--- config.mk ---
export PLATFORM = sky130hd
export DESIGN_NAME = hfp_divider
export DESIGN_NICKNAME = d
export VERILOG_FILES = /design/src/sv/hfp_pkg.sv /design/src/sv/hfp_divider.sv
export SDC_FILE = /design/constraint.sdc
export NUM_CORES = 1
export LEC_CHECK = 0
export ABC_CLOCK_PERIOD_IN_PS = 4100
export BUFFER_PORTS_ARGS = -buffer_cell sky130_fd_sc_hd__buf_2
export CAP_MARGIN = 20
export CORE_MARGIN = 5
export CORE_UTILIZATION = 35
export DETAILED_ROUTE_END_ITERATION = 16
export PLACE_DENSITY = 0.57
export SYNTH_ARGS = -nofsm -noshare
export SYNTH_HDL_FRONTEND = slang
export SYNTH_SLANG_ARGS = --single-unit
--- constraint.sdc ---
create_clock -name clk -period 4.1 [get_ports clk]
set_clock_uncertainty 0.2 [all_clocks]
set_input_delay 0.82 -clock clk [delete_from_list [all_inputs] [get_ports clk]]
set_output_delay 0.82 -clock clk [all_outputs]
set_load 0.03 [all_outputs]
--- src/sv/hfp_pkg.sv ---
// shared constants, types and the cordic arctangent table for the hatano projection
`default_nettype none
package hfp_pkg;

  localparam int WF = 30;
  localparam int CORDIC_STEPS = 30;
  localparam int DIV_STEPS = 64;
  localparam int MAX_ITERATIONS_DEF = 20;
  localparam int FRACTION_BITS_DEF = 29;

  localparam logic signed [63:0] ONE_Q = 64'sd1073741824;
  localparam logic signed [63:0] PI_Q = 64'sd3373259426;
  localparam logic signed [63:0] HALF_PI_Q = 64'sd1686629713;
  localparam logic signed [63:0] GAIN_Q = 64'sd652032874;
  localparam logic signed [63:0] C_NORTH = 64'sd2873279434;
  localparam logic signed [63:0] C_SOUTH = 64'sd2617385282;
  localparam logic signed [63:0] Y_NORTH = 64'sd1888271634;
  localparam logic signed [63:0] Y_SOUTH = 64'sd2072880066;
  localparam logic signed [63:0] X_SCALE = 64'sd912680550;
  localparam logic signed [63:0] STOP_LSB = 64'sd107;
  localparam logic signed [63:0] LON_LIMIT = 64'sd4294967296;

  // angle word width (t within +-pi) and sine/cosine word width
  localparam int AW = 33;
  localparam int SW = 36;

  typedef logic signed [AW-1:0] angle_t;
  typedef logic signed [SW-1:0] trig_t;

  function automatic logic [29:0] arc_at(input logic [4:0] idx);
    logic [29:0] v;
    case (idx)
      5'd0: v = 30'd843314857;
      5'd1: v = 30'd497837829;
      5'd2: v = 30'd263043837;
      5'd3: v = 30'd133525159;
      5'd4: v = 30'd67021687;
      5'd5: v = 30'd33543516;
      5'd6: v = 30'd16775851;
      5'd7: v = 30'd8388437;
      5'd8: v = 30'd4194283;
      5'd9: v = 30'd2097149;
      // from here on the arctangent equals the shift weight
      default: v = 30'd1048576 >> (idx - 5'd10);
    endcase
    return v;
  endfunction

endpackage
`default_nettype wire

--- src/sv/hfp_divider.sv ---
// radix-2 restoring divider for the newton step, rounded to nearest, one bit per cycle
`default_nettype none
module hfp_divider import hfp_pkg::*; (
  input  wire logic               clk,
  input  wire logic               rst_n,
  input  wire logic               start,
  input  wire logic signed [36:0] num,
  input  wire logic [31:0]        den,
  output logic                    done,
  output logic signed [63:0]      quo
);

  logic [31:0] rem_r, rem_nxt, den_r, den_nxt;
  logic [63:0] q_r, q_nxt;
  logic [5:0]  cnt_r, cnt_nxt;
  logic        run_r, run_nxt, done_r, done_nxt, neg_r, neg_nxt;

  logic [36:0] mag;
  logic [33:0] trial;

  always_comb begin
    mag = num[36] ? 37'(-num) : 37'(num);
    trial = {1'b0, rem_r, q_r[63]} - {2'b00, den_r};
    rem_nxt = rem_r;
    den_nxt = den_r;
    q_nxt = q_r;
    cnt_nxt = cnt_r;
    run_nxt = run_r;
    neg_nxt = neg_r;
    done_nxt = 1'b0;
    if (start) begin
      // magnitude stays below 2^34; rounding bias is half the divisor
      q_nxt = {mag[33:0], 30'd0} + 64'(den >> 1);
      rem_nxt = '0;
      den_nxt = den;
      neg_nxt = num[36];
      cnt_nxt = '0;
      run_nxt = 1'b1;
    end else if (run_r) begin
      if (!trial[33]) begin
        rem_nxt = trial[31:0];
        q_nxt = {q_r[62:0], 1'b1};
      end else begin
        rem_nxt = {rem_r[30:0], q_r[63]};
        q_nxt = {q_r[62:0], 1'b0};
      end
      cnt_nxt = cnt_r + 6'd1;
      if (cnt_r == 6'(DIV_STEPS - 1)) begin
        run_nxt = 1'b0;
        done_nxt = 1'b1;
      end
    end
  end

  always_ff @(posedge clk) begin
    if (!rst_n) begin
      run_r <= 1'b0;
      done_r <= 1'b0;
    end else begin
      run_r <= run_nxt;
      done_r <= done_nxt;
    end
    rem_r <= rem_nxt;
    den_r <= den_nxt;
    q_r <= q_nxt;
    cnt_r <= cnt_nxt;
    neg_r <= neg_nxt;
  end

  assign done = done_r;
  assign quo = neg_r ? -signed'(q_r) : signed'(q_r);

endmodule
`default_nettype wire

Word-level counts from Yosys, hierarchy flattened
Index checks and enable logic that the tools add are counted.
- register bits after elaboration: 137
- input bits: 72
- output and inout port bits: 65
- logic and storage cells: 27
- $add $sub $neg: 5
- equality and inequality tests: 1
- muxes and demuxes: 10
- bitwise logic cells: 2
- reductions and logical operators: 2
- operators by type and width (kind ; number):
    two-way mux 64 bit ; 3
    adder 64 x 31 -> 64 bit ; 1
    negation 64 bit ; 1
    two-way mux 34 bit ; 1
    negation 34 bit ; 1
    subtractor 33 x 32 -> 34 bit ; 1
    two-way mux 32 bit ; 1
    adder 6 x 1 -> 6 bit, second input constant ; 1
    equality test 6 bit, second input constant ; 1
    two-way mux 1 bit ; 5
    OR reduction 3 bit ; 1
    NOT 1 bit ; 2
    nonzero test 2 bit ; 1

Logic depth before layout (Yosys ltp)
Gate-level depths: netlist (run 1).
- word-level depth: 4
- mapped depth: 15
- mapped depth without buffers: 12

Worst setup path before layout (run 1)
Ideal clock, no wire load.
- kind: input-to-reg
- from: in num[36]
- to: reg q_r[60], data pin
- setup time: 260 ps
- arrival time: 3522 ps
- data required time: 3640 ps
- setup slack: 118 ps
- stages: 15
- buffers on the path: 6
- path through: buf_2 > buf_1 > buf_1 > clkbuf_1 > clkbuf_1 > o21ai_0 > ha_1 > nand3_1 > a211o_1 > nor2b_1 > clkbuf_1 > nand3_1 > nor3_2 > xnor2_1 > mux2_2
- longest elaborated chain between the ends: 3
- RTL lines (element ; RTL line ; RTL):
    start: declaration ; hfp_divider.sv:7 ; input wire logic signed [36:0] num,
    two-way mux 34 bit ; hfp_divider.sv:22 ; mag = num[36] ? 37'(-num) : 37'(num);
    adder 64 x 31 -> 64 bit ; hfp_divider.sv:33 ; q_nxt = {mag[33:0], 30'd0} + 64'(den >> 1);
    two-way mux 64 bit ; hfp_divider.sv:31 ; if (start) begin
    net q_nxt[60] ; hfp_divider.sv:14 ; logic [63:0] q_r, q_nxt;
    end signal: assignment ; hfp_divider.sv:65 ; q_r <= q_nxt;
    end: declaration ; hfp_divider.sv:14 ;
The timed path passes the listed nets, and every way through them passes these cells.
A chain may end at the register's enable or synchronous reset.

Worst setup path after layout (run 1)
- from: reg q_r[14]
- to: out quo[49]
- longest elaborated chain between the ends: 2
- RTL lines (element ; RTL line ; RTL):
    negation 64 bit ; hfp_divider.sv:71 ; assign quo = neg_r ? -signed'(q_r) : signed'(q_r);
    two-way mux 64 bit ; hfp_divider.sv:71 ;
    end: declaration ; hfp_divider.sv:10 ; output logic signed [63:0] quo
Every way passes these cells.

==> results of run 1 <==
-- worst max-delay path by stage --
stage / depth (start not counted) / startpoint / end
2_1_floorplan: 15 / num[36] / q_r[60]$_DFFE_PP_
3_3_place_gp: 10 / q_r[15]$_DFFE_PP_ / quo[63]
3_5_place_dp: 10 / q_r[15]$_DFFE_PP_ / quo[63]
4_1_cts: 10 / q_r[14]$_DFFE_PP_ / quo[63]
5_1_grt: 10 / q_r[14]$_DFFE_PP_ / quo[59]
6_report: 10 / q_r[14]$_DFFE_PP_ / quo[49]
-- cell usage in the layout (no fill, tap or decap), types with 17 or more instances in the layout --
cell type  instances
xor2_1            39
nand2_1           88
nor3_1            19
o31ai_1           26
o21ai_0           59
buf_2            115
ha_1              37
a21oi_1           35
dfxtp_1           40
edfxtp_1          97
a211oi_1          18
buf_4             88
mux2i_1           20
xnor2_1          112
or3_1             20
mux2_2            54
clkbuf_16         17
inv_1             47
nand3_1           21
nor2_1            69
-- state kept, by name, summed over array words and instances (netlist names) --
register  cells
done          1
neg_r         1
cnt_r         6
rem_r        32
q_r          64
den_r        32
run_r         1
-- layer usage --
layer / track usage, % / vias up
li1: - / 4355
met1: 20.7 / 4055
met2: 28.7 / 132
met3: 2.03 / 23
met4: 3.93 / 0
met5: 0 / -
-- cell families (layout without fill, tap and decap cells) --
group | after synthesis | count (layout)
flip-flops | 137 | 137
AO/OA/AOI/OAI | 252 | 252
multiplexers | 75 | 75
buffers and inverters | 103 | 291
XOR/XNOR | 152 | 152
adder cells (fa/ha/maj) | 38 | 38
AND/OR/NAND/NOR | 321 | 321
-- area by class of cell --
| type | count | area share, % |
|---|---|---|
| inverter | 50 | 1.49 |
| multi-input combinational | 838 | 50.3 |
| tap | 384 | 3.81 |
| clock buffer | 17 | 3.37 |
| sequential | 137 | 29.4 |
| clock inverter | 15 | 1.00 |
| timing repair buffer | 209 | 10.6 |
-- power by group through the flow --
stage               Combinational (mW)  Clock [mW]  Sequential [mW]
finish                            1.36        1.44             1.74
floorplan                        0.905           0             1.74
detailed placement                1.32           0             1.76
global route                      1.46        1.54             1.76
CTS                               1.35        1.47             1.74
global placement                  1.31           0             1.76
-- timing repair --
| action | in CTS | in global routing |
|---|---|---|
| setup buffers | 2 | 3 |
| hold buffers | 0 | 0 |
| resized for setup | 39 | 34 |
| pin swaps | 7 | 10 |
| endpoints found under the setup margin | 27 | 26 |
| cloned | 0 | 0 |
-- critical path, stage by stage (launching register included) --
cell      delay (ns)
edfxtp_1        0.40
or4_4           0.55
nor3_2          0.12
buf_4           0.15
and2_4          0.15
nand3_4         0.08
or3_4           0.36
nand2b_1        0.22
o31ai_2         0.24
xnor2_1         0.23
buf_4           0.23
==> results.yml, run 1 <==
timing:
  slew_violations: 0
  maxSlewHeadroom_pct: 54.2
  period_share_pct: 101
  period_needed_ns: 4.16
  final-setup-viol-count: 3
  setup_ws_ns: -0.0558
  hold_viol: 0
  rsz0062_at_grt: "true"
  fin_hold_ws_ns: 0.283
  setup_tns_ns: -0.114
  tightest_slew_ns: 0.681
  max_freq_ghz: 0.241
detailed_routing:
  drt_iter0_drc: 435
  remaining_drc_errors: 0
  ant_nets: 0
  wl_met1_mm: 12.3
  viasPerCell: 5.19
  num_vias: 8565
  dr_wl_met3_um: 755
  wl_mm: 27.0
  highest_layer: "met4"
  wl_per_cell_um: 16.4
  dr_wl_met2_mm: 13.7
  dr.pass1.iters: 5
die:
  die_width_um: 181
  dieArea_um2: 32700
  core-area_um2: 28800
  die_height_um: 181
  std_cell_rows: 62
  pin_count: 137
  start_util_pct: 35.5
power:
  ir_drop_uv: 209
  p_int_mw: 3.00
  seq_power_share_pct: 38.4
  power.switching_mw: 1.54
  p_sw_share_pct: 33.9
  power_leakage_nw: 4.73
  p_per_area_nw_per_um2: 360
  finalPower_mw: 4.54
  pwr-share-comb_pct: 29.9
  pwr-share-clk_pct: 31.7
run:
  cap_violations: 0
status:
  violations: "setup timing"
  status: "finished with violations"
layout:
  multiInputGateArea_um2: 6350
  final_core_util_pct: 43.9
  antenna_cells: 0
  drive_gt1_share_pct: 28.6
  fillers: 2832
  stdcell_count: 1650
  syn_to_final_growth_pct: 23.5
  regArea_um2: 3710
  final_nets: 1363
  stdcell_area_um2: 12600
synthesis:
  synth_compound_area_share_pct: 17.4
  synth_top_area_share_pct: 28.5
  synth_edf_count: 97
  ys_ff_latch: 137
  ys_async_sr_fraction_pct: 0
  seq_area_frac_synth_pct: 36.3
  synthTopCellsByCount: "xnor2_1, edfxtp_1, nand2_1, nor2_1, o21ai_0"
  yosysTopAreaCell: "edfxtp_1"
  synth_top_family_by_area: "compound AO/OA/AOI/OAI gates"
  ys_top_cells_by_area: "edfxtp_1, xnor2_1, dfxtp_1, mux2_2, ha_1"
  ys.flop_type: "edfxtp_1"
  synth-xor-area-share_pct: 13.0
  yosysMostFrequentCell: "xnor2_1"
  syn_inst: 1078
  syn_area_um2: 10200
  synth_mux_area_share_pct: 8.05
  synthSimpleGateAreaFrac_pct: 16.2
  yosys_warnings: 0
  syn_nets: 1188
  synth_cell_type_count: 82
  syn_avg_cell_area_um2: 9.49
  synth_fa_ha_area_share_pct: 4.72
critical_path:
  critPathCaptureType: "primary output"
  r2r_end: "rem_r[20]$_SDFFE_PP0P_"
  critical_path_arrival_ns: 3.14
  required_ns: 3.08
  crit_type: "reg -> out"
  rrSetupSlack_ns: 0.42
  worst-path-max-fanout: 4
  start_kind: "flip-flop"
  r2r_start: "den_r[1]$_DFFE_PP_"
  r2r_cells: 12
grt:
  grt-ovfl-total: 0
  grt_pass1_vias: 8192
  grt_max_degree: 87
  grt_pass1_wl_mm: 43.4
  antenna_found_initial: 0
  track_usage_pct: 16.1
place:
  detailed_place.area_um2: 11700
  place.gp.congestion: 0.850
  io_buffers: 134
  dp.cells: 1613
  dpl.hpwl_mm: 21.1
  pre_cts_ws_ns: -0.0170
clocking:
  clkSinkCount: 137
  cts_htree_levels: 4
  worstSkewPairLatency_ns: 0.42
  cts_buffers: 17
  cts_root_buf: "clkbuf_16"
  cts.clk_slew.worst_paths_ns: 0.06
  clockBufferDepth: 2
  cts_tree: "yes"
hold_path:
  hold_class: "reg -> reg"
  hp-start: "rem_r[31]$_SDFFE_PP0P_"
  hold-path-cell-count: 2
  min_to: "rem_r[31]$_SDFFE_PP0P_"
(Power assumes the default switching activity.)
==> run 2: changes to the inputs <==
--- a/config.mk
+++ b/config.mk
@@ -5,13 +5,14 @@
 export SDC_FILE = /design/constraint.sdc
 export NUM_CORES = 1
 export LEC_CHECK = 0
-export ABC_CLOCK_PERIOD_IN_PS = 4100
+export ABC_CLOCK_PERIOD_IN_PS = 3900
 export BUFFER_PORTS_ARGS = -buffer_cell sky130_fd_sc_hd__buf_2
 export CAP_MARGIN = 20
 export CORE_MARGIN = 5
 export CORE_UTILIZATION = 35
 export DETAILED_ROUTE_END_ITERATION = 16
-export PLACE_DENSITY = 0.57
+export PLACE_DENSITY = 0.55
+export SKIP_LAST_GASP = 1
 export SYNTH_ARGS = -nofsm -noshare
 export SYNTH_HDL_FRONTEND = slang
 export SYNTH_SLANG_ARGS = --single-unit
==> constraint.sdc (replaced) <==
create_clock -name clk -period 3.9 [get_ports clk]
set_clock_uncertainty 0.2 [all_clocks]
set_input_delay 0.78 -clock clk [delete_from_list [all_inputs] [get_ports clk]]
set_output_delay 0.78 -clock clk [all_outputs]
set_load 0.03 [all_outputs]
==> run 2 against run 1 <==
  * The run still ends with setup timing left
  * Clock-buffer cell count increased by 3
  * Wire length increased by 4.6%
  * Critical path depth is 1 lower
  * Register-to-register slack worse by 0.10 ns
  * Clock power increased by 17%
==> results.yml, run 2 (synthesis gave the netlist of run 1 again) <==
status:
  status: "finished with violations"
  violations: "setup timing"
power:
  power_leakage_nw: 5.12
  p_sw_share_pct: 32.8
  p_per_area_nw_per_um2: 379
  p_int_mw: 3.39
  power.switching_mw: 1.65
  pwr-share-comb_pct: 30.2
  finalPower_mw: 5.04
  ir_drop_uv: 243
  seq_power_share_pct: 36.4
  pwr-share-clk_pct: 33.4
critical_path:
  worst-path-max-fanout: 4
  r2r_end: "rem_r[0]$_SDFFE_PP0P_"
  rrSetupSlack_ns: 0.32
  path_cells: "or4_4 -> nor3_4 -> and2_4 -> nand3_4 -> or3_4 -> or2_4 -> o41ai_4 -> xnor2_1 -> buf_4"
  r2r_cells: 13
  critPathCaptureType: "primary output"
  cp.depth: 9
  r2r_start: "den_r[1]$_DFFE_PP_"
  max_stage_delay_ns: 0.60
  crit_type: "reg -> out"
  slowest_stage: "or4_4"
  cp-endpoint: "quo[63]"
  cpLargestDelayFamily: "simple AND/OR/NAND/NOR gates"
  required_ns: 2.92
  start_kind: "flip-flop"
  startpoint: "q_r[15]$_DFFE_PP_"
  worst-path-buf-inv: 1
  critical_path_arrival_ns: 3.12
die:
  dieArea_um2: 32700
  die_width_um: 181
  die_height_um: 181
  std_cell_rows: 62
  core-area_um2: 28800
  pin_count: 137
  start_util_pct: 35.5
timing:
  setup_ws_ns: -0.196
  hold_viol: 0
  slew_violations: 0
  setup_tns_ns: -2.31
  period_share_pct: 105
  period_needed_ns: 4.10
  maxSlewHeadroom_pct: 60.3
  rsz0062_at_grt: "true"
  fin_hold_ws_ns: 0.275
  tightest_slew_ns: 0.590
  max_freq_ghz: 0.244
  final-setup-viol-count: 22
detailed_routing:
  wl_per_cell_um: 16.7
  num_vias: 8868
  dr.pass1.iters: 5
  viasPerCell: 5.23
  wl_mm: 28.3
  remaining_drc_errors: 0
  drt_iter0_drc: 471
  ant_nets: 0
layout:
  reg_top3: "q_r x64, den_r x32, rem_r x32"
  final_core_util_pct: 46.2
  drive_gt1_share_pct: 32.9
  antenna_cells: 0
  syn_to_final_growth_pct: 29.9
  final_common_cell: "buf_4"
  top_register: "q_r"
  multiInputGateArea_um2: 6520
  regArea_um2: 3710
  fillers: 2763
  most-common-layout-cells: "buf_4, xnor2_1, buf_2"
  final_nets: 1410
  largest_register_ffs: 64
place:
  pre_cts_ws_ns: -0.117
  place.gp.congestion: 0.827
  dpl.hpwl_mm: 21.2
  io_buffers: 134
hold_path:
  hold_class: "reg -> reg"
  hold-path-cell-count: 2
clocking:
  cts_buffers: 17
  clockBufferDepth: 2
  cts_tree: "yes"
  cts_root_buf: "clkbuf_16"
  cts.clk_slew.worst_paths_ns: 0.06
  cts.hold.buffers_added: 0
  clkSinkCount: 137
  worstSkewPairLatency_ns: 0.43
  cts_htree_levels: 4
grt:
  track_usage_pct: 16.8
  grt_max_degree: 87
  grt_pass1_vias: 8782
  grt-ovfl-total: 0
  grt_pass1_wl_mm: 45.6
  antenna_found_initial: 0
run:
  cap_violations: 0
[run 2: what timing repair did]
item / CTS / global route
pin swaps: 21 / 29
gates resized for setup: 87 / 58
buffers inserted: 12 / 9
setup endpoints to repair: 31 / 33
[run 2: power groups by stage]
stage	clock, mW	combinational, mW	sequential (mW)
6_report	1.68	1.52	1.84
5_1_grt	1.79	1.64	1.85
4_1_cts	1.73	1.48	1.83
3_5_place_dp	0	1.41	1.85
3_3_place_gp	0	1.40	1.84
2_1_floorplan	0	0.951	1.83
[run 2: cell type report]
type                       count  area share, %
clock buffer                  20           3.44
clock inverter                12           1.13
inverter                      50           1.41
multi-input combinational    838           49.1
sequential                   137           28.0
tap                          384           3.62
timing repair buffer         256           13.4
[run 2: worst min-delay path, stage by stage (launching register included)]
cell,delay (ns)
dfxtp_1,0.31
inv_1,0.05
o21ai_0,0.07
[run 2: metal layers]
metal | vias to the layer above | wire [µm] | global-route usage [%]
li1 | 4466 | - | -
met1 | 4216 | 12800 | 21.7
met2 | 155 | 14100 | 29.3
met3 | 31 | 825 | 2.11
met4 | 0 | 568 | 5.76
met5 | - | 0 | 0
[run 2: per-stage QoR]
step	instance area (µm²)	instances
floorplan	10200	1078
global placement	11900	1644
detailed placement	11900	1644
CTS	13000	1688
global route	13300	1697
finish	13300	1697
[run 2: worst min-delay path by stage]
stage,startpoint,endpoint,slack (ns)
CTS,rem_r[31]$_SDFFE_PP0P_,rem_r[31]$_SDFFE_PP0P_,0.28
global route,cnt_r[5]$_SDFFE_PP0P_,cnt_r[5]$_SDFFE_PP0P_,0.31
floorplan,rem_r[31]$_SDFFE_PP0P_,rem_r[31]$_SDFFE_PP0P_,0.24
global placement,rem_r[31]$_SDFFE_PP0P_,rem_r[31]$_SDFFE_PP0P_,0.26
finish,rem_r[31]$_SDFFE_PP0P_,rem_r[31]$_SDFFE_PP0P_,0.27
detailed placement,rem_r[31]$_SDFFE_PP0P_,rem_r[31]$_SDFFE_PP0P_,0.27
