===== config.mk =====
export PLATFORM = sky130hd
export DESIGN_NAME = hfp_cordic
export DESIGN_NICKNAME = d
export VERILOG_FILES = /design/src/sv/hfp_pkg.sv /design/src/sv/hfp_cordic.sv
export SDC_FILE = /design/constraint.sdc
export NUM_CORES = 1
export LEC_CHECK = 0
export BUFFER_PORTS_ARGS = -buffer_cell sky130_fd_sc_hd__buf_4
export CORE_MARGIN = 2
export CORE_UTILIZATION = 65
export CTS_BUF_LIST = sky130_fd_sc_hd__clkbuf_4 sky130_fd_sc_hd__clkbuf_8 sky130_fd_sc_hd__clkbuf_16
export DETAILED_ROUTE_END_ITERATION = 8
export MAX_ROUTING_LAYER = met4
export PLACE_DENSITY = 0.84
export SLEW_MARGIN = 40
export SYNTH_ARGS = -nofsm -noshare
export SYNTH_HDL_FRONTEND = slang
export SYNTH_SLANG_ARGS = --single-unit
export TNS_END_PERCENT = 10

===== constraint.sdc =====
create_clock -name clk -period 7.68 [get_ports clk]
set_input_delay 0.384 -clock clk [delete_from_list [all_inputs] [get_ports clk]]
set_output_delay 0.384 -clock clk [all_outputs]
set_load 0.01 [all_outputs]

===== src/sv/hfp_pkg.sv =====
// shared constants, types and the cordic arctangent table for the hatano projection
`default_nettype none
package hfp_pkg;

  localparam int WF = 30;
  localparam int CORDIC_STEPS = 30;
  localparam int DIV_STEPS = 64;
  localparam int MAX_ITERATIONS_DEF = 20;
  localparam int FRACTION_BITS_DEF = 29;

  localparam logic signed [63:0] ONE_Q = 64'sd1073741824;
  localparam logic signed [63:0] PI_Q = 64'sd3373259426;
  localparam logic signed [63:0] HALF_PI_Q = 64'sd1686629713;
  localparam logic signed [63:0] GAIN_Q = 64'sd652032874;
  localparam logic signed [63:0] C_NORTH = 64'sd2873279434;
  localparam logic signed [63:0] C_SOUTH = 64'sd2617385282;
  localparam logic signed [63:0] Y_NORTH = 64'sd1888271634;
  localparam logic signed [63:0] Y_SOUTH = 64'sd2072880066;
  localparam logic signed [63:0] X_SCALE = 64'sd912680550;
  localparam logic signed [63:0] STOP_LSB = 64'sd107;
  localparam logic signed [63:0] LON_LIMIT = 64'sd4294967296;

  // angle word width (t within +-pi) and sine/cosine word width
  localparam int AW = 33;
  localparam int SW = 36;

  typedef logic signed [AW-1:0] angle_t;
  typedef logic signed [SW-1:0] trig_t;

  function automatic logic [29:0] arc_at(input logic [4:0] idx);
    logic [29:0] v;
    case (idx)
      5'd0: v = 30'd843314857;
      5'd1: v = 30'd497837829;
      5'd2: v = 30'd263043837;
      5'd3: v = 30'd133525159;
      5'd4: v = 30'd67021687;
      5'd5: v = 30'd33543516;
      5'd6: v = 30'd16775851;
      5'd7: v = 30'd8388437;
      5'd8: v = 30'd4194283;
      5'd9: v = 30'd2097149;
      // from here on the arctangent equals the shift weight
      default: v = 30'd1048576 >> (idx - 5'd10);
    endcase
    return v;
  endfunction

endpackage
`default_nettype wire


===== src/sv/hfp_cordic.sv =====
// iterative rotation-mode cordic giving sine and cosine, one micro-rotation per cycle
`default_nettype none
module hfp_cordic import hfp_pkg::*; (
  input  wire logic   clk,
  input  wire logic   rst_n,
  input  wire logic   start,
  input  wire angle_t angle,
  output logic        done,
  output trig_t       sin_out,
  output trig_t       cos_out
);

  trig_t             x_r, x_nxt, y_r, y_nxt;
  logic signed [33:0] z_r, z_nxt;
  logic [4:0]        i_r, i_nxt;
  logic              run_r, run_nxt, done_r, done_nxt, flip_r, flip_nxt;

  logic signed [33:0] a_ext;
  trig_t             xs, ys;
  logic signed [33:0] arc;

  always_comb begin
    a_ext = 34'(angle);
    xs = x_r >>> i_r;
    ys = y_r >>> i_r;
    arc = 34'(signed'({1'b0, arc_at(i_r)}));
    x_nxt = x_r;
    y_nxt = y_r;
    z_nxt = z_r;
    i_nxt = i_r;
    run_nxt = run_r;
    flip_nxt = flip_r;
    done_nxt = 1'b0;
    if (start) begin
      // fold into [-pi/2, pi/2], negate both results later
      if (64'(a_ext) > HALF_PI_Q) begin
        z_nxt = a_ext - 34'(PI_Q);
        flip_nxt = 1'b1;
      end else if (64'(a_ext) < -HALF_PI_Q) begin
        z_nxt = a_ext + 34'(PI_Q);
        flip_nxt = 1'b1;
      end else begin
        z_nxt = a_ext;
        flip_nxt = 1'b0;
      end
      x_nxt = SW'(GAIN_Q);
      y_nxt = '0;
      i_nxt = '0;
      run_nxt = 1'b1;
    end else if (run_r) begin
      if (z_r >= 0) begin
        x_nxt = x_r - ys;
        y_nxt = y_r + xs;
        z_nxt = z_r - arc;
      end else begin
        x_nxt = x_r + ys;
        y_nxt = y_r - xs;
        z_nxt = z_r + arc;
      end
      i_nxt = i_r + 5'd1;
      if (i_r == 5'(CORDIC_STEPS - 1)) begin
        run_nxt = 1'b0;
        done_nxt = 1'b1;
      end
    end
  end

  always_ff @(posedge clk) begin
    if (!rst_n) begin
      run_r <= 1'b0;
      done_r <= 1'b0;
    end else begin
      run_r <= run_nxt;
      done_r <= done_nxt;
    end
    x_r <= x_nxt;
    y_r <= y_nxt;
    z_r <= z_nxt;
    i_r <= i_nxt;
    flip_r <= flip_nxt;
  end

  assign done = done_r;
  assign sin_out = flip_r ? -y_r : y_r;
  assign cos_out = flip_r ? -x_r : x_r;

endmodule
`default_nettype wire


**Yosys cells after proc, flatten, opt, wreduce, memory -nomap -nowiden**

Index checks and enable logic that the tools add are counted.

- Div/mod/pow operators: 0
- Shift-type cells: 3
- Equality and inequality tests: 10
- $mul: 0
- Order comparisons: 3
- Bitwise logic cells: 2
- Reduce and logical (&&, ||, !) cells: 3
- Multiplexer cells: 15
- Add/subtract/negate cells: 12

Operator list:

| operator | number |
|---|---|
| 30-bit one-hot mux with 10 select lines | 1 |
| 34-bit two-way mux | 5 |
| 36-bit two-way mux | 4 |
| 36-bit adder | 2 |
| 36-bit negator | 2 |
| 36-bit by 5-bit >>> shifter with 36-bit output | 2 |
| 36-bit subtractor | 2 |
| 33-bit by 33-bit adder with 34-bit output, second input constant | 1 |
| 34-bit by 31-bit adder with 34-bit output | 1 |
| 34-bit by 1-bit greater-or-equal comparator with 1-bit output, second input constant | 1 |
| 33-bit by 33-bit subtractor with 34-bit output, second input constant | 1 |
| 34-bit by 31-bit subtractor with 34-bit output | 1 |
| 33-bit by 32-bit > comparator with 1-bit output, second input constant | 1 |
| 33-bit by 32-bit < comparator with 1-bit output, second input constant | 1 |
| 21-bit by 5-bit right shift with 30-bit output, first input constant | 1 |
| 5-bit by 3-bit == test with 1-bit output, second input constant | 4 |
| 5-bit by 2-bit == test with 1-bit output, second input constant | 2 |
| 5-bit by 4-bit == test with 1-bit output, second input constant | 2 |
| 5-bit by 1-bit adder with 5-bit output, second input constant | 1 |
| 5-bit by 1-bit == test with 1-bit output, second input constant | 1 |
| 5-bit == test, second input constant | 1 |
| 5-bit logical NOT | 1 |
| 1-bit two-way mux | 5 |
| 5-bit by 4-bit subtractor with 5-bit output, second input constant | 1 |
| 3 further kinds | 4 |

- Bits in latches: 0
- Memory bits (read-only): 0
- Bits in registers: 114
- Memories: 0
- RAM bits: 0

**Depth between registers and ports, before layout**

Gate-level depths: netlist of the first run.

- Depth after elaboration: 7
- Mapped depth: 28

**Least setup slack after synthesis of the first run**

No wires, ideal clock.

- Path type: reg-to-reg
- From: register i_r[0]
- To: register x_r[35]
- Required time: 7.557 ns
- Cell stages (with the launch flop): 26
- Path buffers: 4
- Clock period less this slack: 6.628 ns
- Data arrival time: 6.505 ns
- Path slack: 1.052 ns
- Cells stage by stage: dfxtp_1 > buf_2 > buf_2 > buf_1 > mux4_2 > nand2_1 > o2111ai_1 > o311ai_1 > ha_1 > nand3_2 > or4b_4 > or3_4 > o31ai_1 > xnor2_1 > ha_1 > clkbuf_1 > nand3_1 > nor2_1 > nand2_1 > or3_1 > o21ai_0 > a31o_2 > a211oi_1 > or4_1 > mux2i_1 > mux2_1

- Cells in the longest elaborated chain, start to end: 3

Ends and longest elaborated chain:

| what | line | RTL |
|---|---|---|
| start: declaration | hfp_cordic.sv:15 | `logic [4:0] i_r, i_nxt;` |
| start signal: assignment | hfp_cordic.sv:79 | `i_r <= i_nxt;` |
| 36-bit by 5-bit >>> shifter with 36-bit output * | hfp_cordic.sv:25 | `ys = y_r >>> i_r;` |
| 36-bit adder or 36-bit subtractor (tied branches) | hfp_cordic.sv:56, hfp_cordic.sv:52 |  |
| 36-bit two-way mux * | hfp_cordic.sv:51 | `if (z_r >= 0) begin` |
| end signal: assignment | hfp_cordic.sv:76 | `x_r <= x_nxt;` |
| end: declaration | hfp_cordic.sv:13 | `trig_t x_r, x_nxt, y_r, y_nxt;` |

Mark *: on every way between the ends. The rest lies on a longest branch, timed or not.
A chain may end at the register's enable or synchronous reset.

**Worst setup path after layout of the first run**

- From: register i_r[1]
- To: register z_r[32] (data pin)

- Cells in the longest elaborated chain, start to end: 7

Ends and longest elaborated chain:

| what | line | RTL |
|---|---|---|
| 5-bit by 4-bit subtractor with 5-bit output | hfp_pkg.sv:44 | `default: v = 30'd1048576 >> (idx - 5'd10);` |
| 21-bit by 5-bit right shift with 30-bit output | hfp_pkg.sv:44 |  |
| 30-bit one-hot mux with 10 select lines * | hfp_pkg.sv:32 | `case (idx)` |
| 34-bit by 31-bit adder with 34-bit output or 34-bit by 31-bit subtractor with 34-bit output (tied branches) | hfp_cordic.sv:58, hfp_cordic.sv:54 |  |
| 34-bit two-way mux * | hfp_cordic.sv:51 |  |
| 34-bit two-way mux * | hfp_cordic.sv:50 | `end else if (run_r) begin` |
| 34-bit two-way mux * | hfp_cordic.sv:34 | `if (start) begin` |
| named net z_nxt[32] | hfp_cordic.sv:14 | `logic signed [33:0] z_r, z_nxt;` |
| end signal: assignment | hfp_cordic.sv:78 | `z_r <= z_nxt;` |
| end: declaration | hfp_cordic.sv:14 |  |

Mark *: on every way through the listed nets, which the timed path passes. The rest lies on a longest branch. The select of a mux whose other input is x is not followed.

==> results_tabular.tex, run 1 <==
\begin{tabular}{lr}
\hline
Metric & Value \\
\hline
\multicolumn{2}{l}{\textbf{Power}} \\
Pleak & 8.74 nW \\
Proportion of power drawn by the clock network & 0.072 \\
Part of the power in combinational logic & 0.799 \\
Peak supply drop & 406 uV \\
Switch share & 0.542 \\
Cell-internal power & 5.20 mW \\
Fraction of power consumed by sequential logic & 0.129 \\
Tot Pwr & 11.3 mW \\
Power density cells & 511 mW/mm2 \\
Reported net switching power & 6.15 mW \\
\multicolumn{2}{l}{\textbf{Final layout}} \\
Commonest cells after routing, fill and taps aside & nand2\_1 (225), nor2\_1 (192), o21ai\_0 (184), buf\_4 (171), xnor2\_1 (169) \\
Antenna diode count & 0 \\
Area used by sequential logic in the layout & 0.00265 mm2 \\
Layout net count & 2,764 \\
Final instance count without filler cells & 3,024 \\
Share of layout cells above drive strength 1 & 0.156 \\
Footprint of the multi-input gates & 0.0169 mm2 \\
Fillers & 2,496 \\
Most frequent standard cell in the layout excluding fill and tap cells & nand2\_1 \\
P\&R area growth vs syn & 6.95\% \\
\multicolumn{2}{l}{\textbf{Clocking}} \\
CTS tree & built \\
Number of buffers added by the clock tree synthesis step & 17 \\
Buffer cell driving the clock tree root & clkbuf\_16 \\
Clock latency on the worst-skew pair & 0.48 ns \\
Clock net sink count & 114 \\
Clock input transition at the sequential cells of the worst setup and hold paths & 0.07 ns \\
Htree depth & 4 \\
Worst-case clock buffer depth & 2 \\
\multicolumn{2}{l}{\textbf{STA}} \\
Max-slew violations & 0 \\
Worst-case clock skew & 0.0170 ns \\
Final sum of negative setup slack & 0 ns \\
Share of the clock period used by the worst path after layout & 0.956 \\
Final Critical Period & 7.34 ns \\
Max Clk Rate & 0.136 GHz \\
Crit path setup slack, layout & 0.340 ns \\
Final Hold Fails & 0 \\
Total of endpoints with negative setup slack in the final report & 0 \\
Unrepaired setup endpoints after global routing & false \\
Worst slew margin relative to its limit & 0.353 \\
Actual transition at the worst max-transition pin & 0.970 ns \\
\multicolumn{2}{l}{\textbf{Route}} \\
Average via count per standard cell & 7.53 \\
First-pass iteration count of the detailed router & 6 \\
Vias post-DR & 22,800 \\
Number of remaining DRC errors & 0 \\
Iteration-0 DRC Markers & 3,210 \\
Final WL & 81,600 um \\
WL/cell & 27.0 um \\
Antenna-violating nets left & 0 \\
\multicolumn{2}{l}{\textbf{Place}} \\
Detailed Place HPWL & 60,100 um \\
Setup slack at placement & 0.568 ns \\
I/O Buffers & 108 \\
Cell total after placement & 2,992 \\
Weighted congestion reported at the end of routability-driven placement & 1.06 \\
\multicolumn{2}{l}{\textbf{Critical path}} \\
Launching instance or port of the critical path & i\_r[1] \\
Sort of element at the end of the critical path & flop \\
Launch instance of the worst register-to-register path & i\_r[1] \\
Crit path launch type & flop \\
Largest fanout on the critical path & 40 \\
Worst EP arrival & 7.63 ns \\
Crit path required time & 7.97 ns \\
Kind of critical path & flop to flop \\
\multicolumn{2}{l}{\textbf{Synthesis}} \\
Post-synthesis area per instance & 7.86 um2 \\
Leading register cell type out of synthesis & dfxtp\_1 \\
Number of instances in the synthesized netlist & 2,642 \\
Number of different library cells in the post-synthesis netlist & 106 \\
Synth warn & 0 \\
Post-synthesis simple-gate area fraction & 0.191 \\
Syn\_nets & 2,797 \\
Synthesized area & 0.0208 mm2 \\
Number of flops mapped to enable cells by yosys & 35 \\
Synthesis-stage register bit count & 114 \\
Compound-Gate Fraction of Synth Area & 0.276 \\
Portion of netlist area occupied by mux cells & 0.162 \\
Adder-Cell Fraction of Synth Area & 0.0728 \\
Post-Synth XOR/XNOR Area & 0.109 \\
Seq/Total Area, Yosys & 0.127 \\
Share of synthesized flip-flops with an asynchronous set or reset & 0 \\
Dominant combinational cell family by area after synthesis & compound AO/OA/AOI/OAI gates \\
\multicolumn{2}{l}{\textbf{Min path}} \\
Source of the worst hold timing path & rst\_n \\
Class of the most critical hold timing path & primary input to flop \\
\multicolumn{2}{l}{\textbf{GRT}} \\
Total routing usage reported by global routing & 0.498 \\
Largest net degree at the start of global routing & 73 \\
Initial antenna violation count & 0 \\
Remaining global-route overflow & 0 \\
Vias in the first global route & 21,500 \\
Wire length of the first global-routing pass & 125,000 um \\
\multicolumn{2}{l}{\textbf{Floorplan}} \\
Number of top-level design ports & 109 \\
Die width & 183 um \\
Core area & 0.0315 mm2 \\
DIE AREA & 0.0334 mm2 \\
Effective utilization at floorplan & 0.659 \\
DIE HEIGHT & 183 um \\
Site row count & 65 \\
\multicolumn{2}{l}{\textbf{Flow run}} \\
Max-capacitance violation count & 0 \\
\multicolumn{2}{l}{\textbf{Run status}} \\
Run status & completed \\
\hline
\end{tabular}
-- cell families (layout without fill, tap and decap cells) --
group | count (synthesis) | in the layout
AOI/OAI and AO/OA | 833 | 833
and+or+nand+nor | 801 | 801
buffers and inverters | 301 | 281
xor gates and xnor gates | 259 | 259
muxes | 215 | 215
adders and majority gates | 119 | 119
DFF | 114 | 114
-- power groups by stage --
| stage | Clock (mW) | Combinational [mW] | Sequential (mW) |
|---|---|---|---|
| floorplan | 0 | 6.77 | 1.04 |
| global placement | 0 | 8.34 | 1.41 |
| detailed placement | 0 | 8.65 | 1.43 |
| CTS | 0.801 | 8.79 | 1.42 |
| global route | 0.831 | 9.75 | 1.47 |
| finish | 0.813 | 9.07 | 1.47 |
-- repair_timing --
item / CTS / global route
hold buffers: 0 / 0
gates resized for setup: 0 / 3
hold endpoints to repair: 0 / 0
setup buffers: 0 / 0
setup endpoints to repair: 0 / 3
-- worst max-delay path: stages (launching register included) --
cell      delay (ns)
dfxtp_4         0.53
inv_1           0.55
ha_1            0.68
nor2_1          0.21
o21a_1          0.29
o2111a_1        0.36
a31o_2          0.30
a211o_1         0.32
or4_1           0.54
nor4_1          0.52
nand2b_1        0.37
xor2_1          0.22
ha_1            0.35
a21o_1          0.23
a21o_1          0.17
a21oi_1         0.12
o21ai_0         0.15
a211oi_1        0.30
a21boi_0        0.17
o31ai_1         0.34
a21oi_1         0.14
o31ai_1         0.26
-- cells in the mapped netlist (71+ instances only) --
cell type  instances  area [um2]
inv_1             71         267
o21ai_0          184         921
xor2_1            90         788
mux4_2            92        2070
xnor2_1          169        1480
ha_1             116        1450
a21oi_1          151         756
nor2_1           193         724
clkbuf_1         161         604
nand2_1          226         848
dfxtp_1           79        1580
mux2i_1           89         891
-- worst paths after layout --
kind         cells after the start  slack (ns)      end
max                             21        0.34  z_r[32]
min reg2reg                      2        0.59   y_r[0]
max reg2reg                     21        0.34  z_r[32]
min                              3        0.15     done
-- layer usage --
layer  GRT usage  routed length, um  up-vias
met5           -                  0        -
met4       0.328               6360        0
met3       0.104               9410      404
met2       0.766              36400     1761
met1       0.591              29400    10700
li1            -                  -     9877
-- metrics by stage --
stage,utilization,cell area [um2],hold WS [ns]
2_1_floorplan,-,20800,0.496
3_3_place_gp,0.687,21600,0.555
3_5_place_dp,0.687,21600,0.591
4_1_cts,0.705,22200,0.143
5_1_grt,0.705,22200,0.161
6_report,0.705,22200,0.149
-- layout make-up --
class                   count  area share
repair buffers            175      0.0607
multi-input cells        2227       0.760
inverters                  74      0.0125
clock buffers              18      0.0198
well taps                 402      0.0227
clock inverters            14     0.00541
flip-flops and latches    114       0.119
-- state kept, by name (all words and copies together), names as in the netlist --
| signal | count |
|---|---|
| run_r | 1 |
| flip_r | 1 |
| y_r | 36 |
| x_r | 36 |
| i_r | 5 |
| z_r | 34 |
| done | 1 |
Power figures use the tool's default switching activity.
==> run 2, diff against run 1 <==
--- a/config.mk
+++ b/config.mk
@@ -10,7 +10,6 @@
 export CORE_UTILIZATION = 65
 export CTS_BUF_LIST = sky130_fd_sc_hd__clkbuf_4 sky130_fd_sc_hd__clkbuf_8 sky130_fd_sc_hd__clkbuf_16
 export DETAILED_ROUTE_END_ITERATION = 8
-export MAX_ROUTING_LAYER = met4
 export PLACE_DENSITY = 0.84
 export SLEW_MARGIN = 40
 export SYNTH_ARGS = -nofsm -noshare
==> results_tabular.tex, run 2 (same netlist as run 1, synthesis figures left out) <==
\begin{tabular}{lr}
\hline
Metric & Value \\
\hline
\multicolumn{2}{l}{\textbf{Run status}} \\
Run status & completed \\
\multicolumn{2}{l}{\textbf{STA}} \\
Worst-case clock skew & 0.0161 ns (-0.000979 ns) \\
Crit path setup slack, layout & 0.238 ns (-0.102 ns) \\
Final Hold Fails & 0 (unchanged) \\
Share of the clock period used by the worst path after layout & 0.969 (+0.0133) \\
Worst slew margin relative to its limit & 0.381 (+0.0273) \\
Final Critical Period & 7.44 ns (+0.102 ns) \\
Max-slew violations & 0 (unchanged) \\
Actual transition at the worst max-transition pin & 0.927 ns (-0.0428 ns) \\
Final sum of negative setup slack & 0 ns (unchanged) \\
Max Clk Rate & 0.134 GHz (-1.4\%) \\
Total of endpoints with negative setup slack in the final report & 0 (unchanged) \\
Unrepaired setup endpoints after global routing & false \\
\multicolumn{2}{l}{\textbf{Clocking}} \\
Buffer cell driving the clock tree root & clkbuf\_16 \\
Clock latency on the worst-skew pair & 0.48 ns (about the same) \\
Hold bufs inserted after CTS & 0 (unchanged) \\
Number of buffers added by the clock tree synthesis step & 17 (unchanged) \\
Clock input transition at the sequential cells of the worst setup and hold paths & 0.07 ns (about the same) \\
Worst-case clock buffer depth & 2 (unchanged) \\
CTS tree & built \\
Number of buffers inserted by post-CTS setup repair & 0 (unchanged) \\
Clock net sink count & 114 (unchanged) \\
Htree depth & 4 (unchanged) \\
Post-CTS resize count & 0 (unchanged) \\
\multicolumn{2}{l}{\textbf{Critical path}} \\
CP Cell Sequence & buf\_4 > buf\_4 > nor2\_1 > buf\_4 > o21ai\_1 > o2111a\_1 > a41oi\_1 > nand3\_1 > or3\_1 > nor4\_1 > nand2b\_1 > xor2\_1 > ha\_1 > a21o\_1 > a21o\_1 > a211oi\_1 > a21boi\_0 > or3\_1 > a21oi\_1 > xor2\_1 > mux2i\_1 \\
Largest fanout on the critical path & 27 (-33\%) \\
Number of cells traversed by the worst register-to-register path & 21 (unchanged) \\
Capturing point of the worst reg2reg path & z\_r[29] \\
Slack of the worst reg-to-reg path & 0.24 ns (-0.10 ns) \\
Kind of critical path & flop to flop \\
Launching instance or port of the critical path & i\_r[3] \\
Launch instance of the worst register-to-register path & i\_r[3] \\
Crit path required time & 7.87 ns (-0.10 ns) \\
Sort of element at the end of the critical path & flop \\
Slowest Stage Delay on Critical Path & 0.58 ns (-0.10 ns) \\
Crit path launch type & flop \\
Worst EP arrival & 7.63 ns (about the same) \\
Family with the most delay on the worst path & simple AND/OR/NAND/NOR gates \\
Most used cell along the critical path & buf\_4 \\
Crit path buf inv count & 3 (+2) \\
Crit-path slowest cell & nor4\_1 \\
\multicolumn{2}{l}{\textbf{Floorplan}} \\
DIE AREA & 0.0334 mm2 (unchanged) \\
Effective utilization at floorplan & 0.659 (unchanged) \\
Site row count & 65 (unchanged) \\
DIE HEIGHT & 183 um (unchanged) \\
Number of top-level design ports & 109 (unchanged) \\
Core area & 0.0315 mm2 (unchanged) \\
Die width & 183 um (unchanged) \\
\multicolumn{2}{l}{\textbf{Power}} \\
Pleak & 8.78 nW (+0.48\%) \\
Power density cells & 509 mW/mm2 (-0.49\%) \\
Peak supply drop & 351 uV (-14\%) \\
\multicolumn{2}{l}{\textbf{Min path}} \\
Hold path cells & 3 (unchanged) \\
Source of the worst hold timing path & rst\_n \\
Worst Hold End & done \\
Class of the most critical hold timing path & primary input to flop \\
\multicolumn{2}{l}{\textbf{Route}} \\
Antenna-violating nets left & 0 (unchanged) \\
First-pass iteration count of the detailed router & 8 (+2) \\
Number of remaining DRC errors & 0 (unchanged) \\
Final WL & 80,000 um (-2.0\%) \\
Vias post-DR & 22,500 (-1.1\%) \\
Average via count per standard cell & 7.44 (-1.2\%) \\
Iteration-0 DRC Markers & 3,137 (-2.3\%) \\
WL/cell & 26.4 um (-2.1\%) \\
\multicolumn{2}{l}{\textbf{Final layout}} \\
Top flop regs & x\_r: 36 flops, y\_r: 36 flops, z\_r: 34 flops \\
Layout net count & 2,766 (+0.072\%) \\
Fillers & 2,477 (-0.76\%) \\
P\&R area growth vs syn & 7.39\% \\
Post-route cell area & 0.0223 mm2 (+0.41\%) \\
Footprint of the multi-input gates & 0.0169 mm2 (about the same) \\
Commonest cells after routing, fill and taps aside & nand2\_1 (225), nor2\_1 (191), o21ai\_0 (184), buf\_4 (172), xnor2\_1 (169) \\
Share of layout cells above drive strength 1 & 0.157 (+0.00141) \\
Final instance count without filler cells & 3,027 (+0.099\%) \\
Area used by sequential logic in the layout & 0.00265 mm2 (unchanged) \\
Most frequent standard cell in the layout excluding fill and tap cells & nand2\_1 \\
\multicolumn{2}{l}{\textbf{GRT}} \\
Vias in the first global route & 21,200 (-1.2\%) \\
GRT met3 Usage & 0.112 (+0.00838) \\
Global routing met1 resource utilization & 0.557 (-0.0337) \\
Initial antenna violation count & 0 (unchanged) \\
Total routing usage reported by global routing & 0.471 (-0.0273) \\
Largest net degree at the start of global routing & 73 (unchanged) \\
Remaining global-route overflow & 0 (unchanged) \\
Wire length of the first global-routing pass & 122,000 um (-2.3\%) \\
Met2 Usage GRT & 0.746 (-0.0199) \\
Busiest layer in global routing & met2 \\
\multicolumn{2}{l}{\textbf{Flow run}} \\
Max-capacitance violation count & 0 (unchanged) \\
\multicolumn{2}{l}{\textbf{Place}} \\
Placed cell areas & 0.0216 mm2 (about the same) \\
Cell total after placement & 2,991 (-0.033\%) \\
Weighted congestion reported at the end of routability-driven placement & 1.08 (+2.1\%) \\
Setup slack at placement & 0.566 ns (-0.00196 ns) \\
I/O Buffers & 108 (unchanged) \\
Detailed Place HPWL & 59,600 um (-0.92\%) \\
\hline
\end{tabular}
run 2: cell types whose count changed in the layout (fill, tap and decap cells not counted), moves of 2 or more:
cell and change:
bufinv_16 +3, buf_6 -2, clkbuf_2 +2, clkinv_2 +2, clkinvlp_4 -2, inv_8 -2
run 2: worst max-delay path by stage:
| stage | to | slack [ns] | cells past startpoint |
|---|---|---|---|
| after global placement | x_r[35] | 0.75 | 21 |
| after floorplan | x_r[35] | 1.05 | 25 |
| final | z_r[29] | 0.24 | 21 |
| after CTS | z_r[29] | 0.51 | 21 |
| after global routing | z_r[22] | 0.05 | 22 |
| after detailed placement | x_r[35] | 0.57 | 21 |
run 2: layout make-up:
| cell class | count | area share |
|---|---|---|
| Multi-Input combinational cell | 2227 | 0.757 |
| Clock buffer | 18 | 0.0194 |
| Timing Repair Buffer | 177 | 0.0614 |
| Antenna cell | 1 | 0.000112 |
| Tap cell | 402 | 0.0226 |
| Inverter | 74 | 0.0125 |
| Clock inverter | 14 | 0.00792 |
| Sequential cell | 114 | 0.119 |
run 2: power breakdown:
part,leakage (nW),internal [mW],total (mW),switching [mW]
combinational,7.48,3.86,9.02,5.16
sequential,1.00,0.910,1.44,0.534
clock,0.296,0.517,0.874,0.357
total,8.78,5.29,11.3,6.05
run 2: worst min-delay path: cells and delay by family:
| family | cells | cell delay (ns) |
|---|---|---|
| buf+inv | 1 | 0.08 |
| simple gates | 2 | 0.11 |
run 2: per-stage QoR:
step | utilization | hold slack (ns) | power (mW)
final | 0.708 | 0.144 | 11.3
after global routing | 0.708 | 0.157 | 12.1
after CTS | 0.706 | 0.133 | 11.0
after detailed placement | 0.687 | 0.578 | 10.0
after global placement | 0.687 | 0.547 | 9.73
after floorplan | - | 0.496 | 7.81
run 2: metal layers:
layer	part of all wire	wire length, um	vias up
met5	0.0010	81	-
met4	0.084	6740	2
met3	0.11	8730	423
met2	0.44	35500	1669
met1	0.36	28900	10500
li1	-	-	9872
